$ cat config.mk
export PLATFORM = sky130hd
export DESIGN_NAME = binary_to_decimal_ascii_unit
export DESIGN_NICKNAME = d
export VERILOG_FILES = /design/src/rtl/core/bda_pkg.sv /design/src/rtl/core/binary_to_decimal_ascii_unit.sv
export SDC_FILE = /design/constraint.sdc
export NUM_CORES = 1
export LEC_CHECK = 0
export BUFFER_PORTS_ARGS = -buffer_cell sky130_fd_sc_hd__buf_2
export CAP_MARGIN = 30
export CORE_ASPECT_RATIO = 0.9
export CORE_MARGIN = 5
export CORE_UTILIZATION = 40
export DETAILED_ROUTE_END_ITERATION = 8
export SYNTH_ARGS = -nofsm -noshare
export SYNTH_HDL_FRONTEND = slang
export SYNTH_SLANG_ARGS = --single-unit
$ cat constraint.sdc
create_clock -name clk -period 14.6 [get_ports clk]
set_input_delay 1.46 -clock clk [delete_from_list [all_inputs] [get_ports clk]]
set_output_delay 1.46 -clock clk [all_outputs]
set_load 0.005 [all_outputs]
$ cat src/rtl/core/bda_pkg.sv
`timescale 1ns / 1ps
// ----------------------------------------------------------------------------
// bda_pkg: shared types and constants for the binary to decimal ascii unit
// sizes of the binary and decimal words, ascii base, sequencer states
// ----------------------------------------------------------------------------
package bda_pkg;

  localparam int NUM_BITS   = 32;
  localparam int DEC_DIGITS = 10;  // most digits of a 32-bit unsigned value
  localparam int MAX_DIGITS = 10;  // most digits emitted per number

  // emitted digit count clamped to 1 .. DEC_DIGITS
  localparam int DIGIT_LIMIT = (MAX_DIGITS < 1) ? 1 :
                               ((MAX_DIGITS > DEC_DIGITS) ? DEC_DIGITS : MAX_DIGITS);

  localparam int BCD_BITS  = 4 * DEC_DIGITS;
  localparam int CNT_BITS  = $clog2(NUM_BITS);
  localparam int IDX_BITS  = $clog2(DEC_DIGITS);
  localparam int CHAR_BITS = 6;
  localparam int DATA_BITS = 8;

  localparam logic [CHAR_BITS-1:0] ASCII_ZERO = 6'h30;
  localparam logic [3:0]           DIGIT_NINE = 4'd9;

  typedef enum logic [1:0] {
    ST_IDLE,
    ST_CONVERT,
    ST_SCAN,
    ST_EMIT
  } bda_state_t;

endpackage

$ cat src/rtl/core/binary_to_decimal_ascii_unit.sv
`timescale 1ns / 1ps
// ----------------------------------------------------------------------------
// binary_to_decimal_ascii_unit: 32-bit binary to decimal ascii text
// iterative double dabble followed by a digit streamer
// ----------------------------------------------------------------------------
// usage
//   slave channel: one beat carries one unsigned 32-bit number in s_tdata.
//   master channel: one beat per decimal digit, most significant first,
//   no leading zeros (zero gives a single '0'); m_tdata[5:0] holds the
//   ascii character and m_tlast marks the least significant digit.
//   timing: after the input beat the shared add-3/shift unit runs over
//   all input bits (one bit per cycle), the scan state locates the leading
//   digit, then digits leave one per cycle unless the receiver holds off.
//   s_tready is high only while the sequencer is idle.
//   at most MAX_DIGITS digits leave; larger numbers keep their low digits.
//   reset: rst clears the sequencer and the output valid, no number is in
//   flight afterwards.
//   stall: a held-off digit stays in the output register and the streamer
//   waits; the next number is taken once its last digit is in the output
//   register.
// ----------------------------------------------------------------------------
module binary_to_decimal_ascii_unit (
  input  logic                               clk,
  input  logic                               rst,
  // slave side, tdata fields from bit 0: value[31:0]
  input  logic                               s_tvalid,
  output logic                               s_tready,
  input  logic [bda_pkg::NUM_BITS-1:0]       s_tdata,
  // master side, tdata fields from bit 0: digit_char[5:0], zero pad [7:6]
  output logic                               m_tvalid,
  input  logic                               m_tready,
  output logic [bda_pkg::DATA_BITS-1:0]      m_tdata,
  output logic                               m_tlast
);

  import bda_pkg::*;

  // sequencer and working registers
  bda_state_t            state, state_next;
  logic [CNT_BITS-1:0]   bit_cnt, bit_cnt_next;
  logic [BCD_BITS-1:0]   bcd, bcd_next;
  logic [NUM_BITS-1:0]   bin, bin_next;
  logic [IDX_BITS-1:0]   idx, idx_next;

  // output register
  logic                  out_valid, out_valid_next;
  logic [CHAR_BITS-1:0]  out_char, out_char_next;
  logic                  out_last, out_last_next;

  // add-3 correction on every bcd digit, done in parallel
  logic [BCD_BITS-1:0]   adj;
  // index of the most significant nonzero digit (0 when the value is zero)
  logic [IDX_BITS-1:0]   top;
  logic [3:0]            cur_digit;

  always_comb begin
    for (int i = 0; i < DEC_DIGITS; i++) begin
      if (bcd[4*i +: 4] >= 4'd5) begin
        adj[4*i +: 4] = bcd[4*i +: 4] + 4'd3;
      end else begin
        adj[4*i +: 4] = bcd[4*i +: 4];
      end
    end
  end

  always_comb begin
    top = '0;
    for (int i = 1; i < DEC_DIGITS; i++) begin
      if (bcd[4*i +: 4] != 4'd0) begin
        top = IDX_BITS'(i);
      end
    end
  end

  assign cur_digit = bcd[{idx, 2'b00} +: 4];

  always_comb begin
    state_next     = state;
    bit_cnt_next   = bit_cnt;
    bcd_next       = bcd;
    bin_next       = bin;
    idx_next       = idx;
    out_valid_next = out_valid;
    out_char_next  = out_char;
    out_last_next  = out_last;

    // a taken digit frees the output register
    if (m_tready) begin
      out_valid_next = 1'b0;
    end

    unique case (state)
      ST_IDLE: begin
        if (s_tvalid) begin
          bin_next     = s_tdata;
          bcd_next     = '0;
          bit_cnt_next = '0;
          state_next   = ST_CONVERT;
        end
      end
      ST_CONVERT: begin
        // one double dabble step: correct, then shift in the next bit
        bcd_next     = {adj[BCD_BITS-2:0], bin[NUM_BITS-1]};
        bin_next     = {bin[NUM_BITS-2:0], 1'b0};
        bit_cnt_next = bit_cnt + 1'b1;
        if (bit_cnt == CNT_BITS'(NUM_BITS - 1)) begin
          state_next = ST_SCAN;
        end
      end
      ST_SCAN: begin
        // first digit to send, clamped to the digit limit
        if (top > IDX_BITS'(DIGIT_LIMIT - 1)) begin
          idx_next = IDX_BITS'(DIGIT_LIMIT - 1);
        end else begin
          idx_next = top;
        end
        state_next = ST_EMIT;
      end
      ST_EMIT: begin
        if (!out_valid || m_tready) begin
          out_valid_next = 1'b1;
          out_char_next  = ASCII_ZERO | {2'b00, cur_digit};
          out_last_next  = (idx == '0);
          if (idx == '0) begin
            state_next = ST_IDLE;
          end else begin
            idx_next = idx - 1'b1;
          end
        end
      end
      default: begin
        state_next = ST_IDLE;
      end
    endcase
  end

  always_ff @(posedge clk) begin
    if (rst) begin
      state     <= ST_IDLE;
      out_valid <= 1'b0;
    end else begin
      state     <= state_next;
      out_valid <= out_valid_next;
    end
    bit_cnt  <= bit_cnt_next;
    bcd      <= bcd_next;
    bin      <= bin_next;
    idx      <= idx_next;
    out_char <= out_char_next;
    out_last <= out_last_next;
  end

  assign s_tready = (state == ST_IDLE);
  assign m_tvalid = out_valid;
  assign m_tdata  = {{(DATA_BITS - CHAR_BITS){1'b0}}, out_char};
  assign m_tlast  = out_last;

endmodule

==> run_results.csv <==
group,metric,value,unit
sta,period_minus_slack,2.77,ns
synth,synthMuxAreaShare,0.127,
cells_and_area,drive_gt1_frac,0.227,
cts,ctsLongestPathBuffers,2,
synth,synth.area.top_cells,"edfxtp_1 (52%), ha_1 (7.3%), mux2_2 (7.0%), xnor2_1 (3.7%), mux4_2 (3.2%)",
critical_path,cp-startpoint,"state[1]$_SDFFE_PP0P_",
cells_and_area,layout.nets,513,
place,place_area,5340,um^2
global_route,grt_use_total,0.132,
synth,avgSynthCellArea,12.2,um^2
pwr,power_frac_comb,0.375,
synth,synth_top_family_by_area,"multiplexers",
drt,drt_iter0_drc,206,
cells_and_area,fillers,1127,
drt,wire_per_inst,14.9,um
drt,drc,0,
floorplan,initial_core_util,0.411,
synth,synth_fa_ha_area_frac,0.0729,
critical_path,criticalPathCategory,"register to register",
cts,clkSinkCount,89,
floorplan,dieArea,14800,um^2
synth,syn_area,4980,um^2
place,hpwl,6180,um
cells_and_area,final_common_cell,"edfxtp_1",
synth,synth_compound_area_frac,0.0709,
critical_path,endpoint_kind,"register",
synth,synthDistinctLibCells,44,
sta,drv_slew,0,
critical_path,r2r_start,"state[1]$_SDFFE_PP0P_",
global_route,gr-usage-met3,0.0461,
place,gp_congestion,0.816,
pwr,power_switching_share,0.365,
drt,drtAntennaViolNets,0,
cts,root_buffer,"clkbuf_16",
global_route,overflow,0,
floorplan,die_y,116,um
drt,first_pass_iters,4,
cells_and_area,syn2layout_area_growth,13.2,%
cts,clock_latency,0.35,ns
run,drv_cap,0,
synth,synth.top_cell.area_share,0.519,
synth,synth_area_leader_cell,"edfxtp_1",
synth,yosys_warnings,0,
pwr,power.total,1.22,mW
global_route,antenna_found_initial,0,
drt,viasPerCell,5.08,
synth,yosys_most_used_dff,"edfxtp_1",
sta,worstMarginPinSlew,0.862,ns
cts,cts_inserted_buffers,9,
pwr,pwr-share-seq,0.446,
floorplan,core,12100,um^2
synth,yosysSeqAreaShare,0.531,
sta,final_hold_viol_count,0,
critical_path,crit_fanout,62,
synth,synth_xor_xnor_area_share,0.0405,
critical_path,worst_ep_arrival_time,2.74,ns
cts,cts_resized,0,
floorplan,die_w,128,um
sta,hold_slack,0.526,ns
drt,vias,3112,
synth,synth_edf_count,86,
global_route,grt_use_met1,0.171,
pwr,clockPowerShare,0.179,
sta,period_share,0.189,
cells_and_area,antenna_cells,0,
floorplan,rows,38,
pwr,p_per_area,216,nW/um^2
critical_path,crit_required,14.57,ns
min_path,min_path_type,"register to register",
sta,finalSetupViolCount,0,
pwr,p_int,0.773,mW
cells_and_area,stdcell_area,5630,um^2
cts,cts_hold_buf,0,
global_route,use_met2,0.209,
place,port_buffers,42,
cells_and_area,layout_common_cells,"edfxtp_1 (86), buf_2 (42), nor2_1 (41)",
sta,slew_headroom,0.425,
cts,cts_tree,"built",
cts,htree_levels,3,
global_route,grt_pass1_wl,15300,um
global_route,grt-busiest-layer,"met2",
synth,ys_ff_latch,89,
min_path,min_from,"bin[31]$_DFFE_PP_",
run_status,outcome,"finished, final reports clean",
synth,yosys.area_share.simple,0.118,
critical_path,worst_setup_path_start_kind,"register",
drt,wl,9120,um
global_route,grt_max_degree,63,
cts,post-cts-setup-buffers,0,
global_route,grt_pass1_vias,3119,
pwr,p_switching,0.444,mW
synth,syn_inst,407,
pwr,vdd_ir_drop_max,0.118,mV
floorplan,io_pins,47,
sta,clock_skew,0.00647,ns
cts,path_clk_slew,0.07,ns
pwr,p_leak,2.20,nW
sta,fmax,362,MHz
sta,grt_setup_unrepaired,"no",
synth,synthArstFlopShare,0,
sta,setup_tns,0,ns
## power by group through the flow
| stage | clock (mW) | sequential, mW | combinational, mW |
|---|---|---|---|
| floorplan | 0 | 0.527 | 0.372 |
| global placement | 0 | 0.545 | 0.440 |
| detailed placement | 0 | 0.549 | 0.454 |
| CTS | 0.225 | 0.544 | 0.458 |
| global route | 0.235 | 0.563 | 0.518 |
| finish | 0.218 | 0.543 | 0.457 |
## synthesized netlist by cell type (all sizes together) (5+ instances only)
| cell type | count |
|---|---|
| edfxtp | 86 |
| nor2 | 41 |
| mux2 | 31 |
| ha | 29 |
| inv | 27 |
| nand2 | 24 |
| xnor2 | 21 |
| a21oi | 15 |
| nand2b | 15 |
| o21ai | 14 |
| buf | 12 |
| a211oi | 10 |
| and3 | 10 |
| mux2i | 10 |
| a21o | 9 |
| mux4 | 8 |
| clkbuf | 5 |
| nor3b | 5 |
## critical path, cell delays in order, from the launching register on
cell,delay (ns)
dfxtp_1,0.34
inv_1,0.09
ha_2,0.31
buf_12,0.25
clkinv_1,0.16
o21ai_4,0.47
buf_4,0.72
## registers in the layout, summed over array words and instances, names as in the netlist
signal,count
bcd,40
bin,32
bit_cnt,5
idx,4
m_tlast,1
m_tvalid,1
out_char,4
state,2
## area by class of cell
| type | instances | area, um^2 | area share |
|---|---|---|---|
| Clock inverter | 7 | 51.3 | 0.00911 |
| Tap cell | 160 | 200 | 0.0355 |
| Clock buffer | 9 | 225 | 0.0400 |
| Multi-Input combinational cell | 275 | 2160 | 0.384 |
| Sequential cell | 89 | 2640 | 0.469 |
| Timing Repair Buffer | 45 | 245 | 0.0435 |
| Inverter | 28 | 105 | 0.0187 |
## metal layers
layer	up-vias	routed length, um
met4	0	128
met5	-	0
met3	13	567
li1	1539	-
met1	1482	4270
met2	78	4160
## through the flow
step | setup slack (ns) | util | cells
after CTS | 11.29 | 0.463 | 612
after global routing | 11.60 | 0.465 | 613
after global placement | 11.36 | 0.440 | 596
after floorplan | 7.67 | - | 409
final | 11.83 | 0.465 | 613
after detailed placement | 11.28 | 0.440 | 596
## worst paths after layout
check                          endpoint  slack (ns)  depth (start not counted)
setup / recovery  bcd[35]$_SDFFCE_PN0P_       11.83                          6
hold / removal     bcd[0]$_SDFFCE_PN0P_        0.53                          1
setup reg to reg  bcd[35]$_SDFFCE_PN0P_       11.83                          6
hold reg to reg    bcd[0]$_SDFFCE_PN0P_        0.53                          1
## kinds of logic (layout without fill, tap and decap cells)
group	Yosys count	after routing
AO/OA/AOI/OAI	56	56
XOR/XNOR	23	23
adder cells (fa/ha/maj)	29	29
buffers and inverters	45	89
flip-flops	89	89
multiplexers	49	49
other	2	4
AND/OR/NAND/NOR	114	114
(Power assumes the default switching activity.)
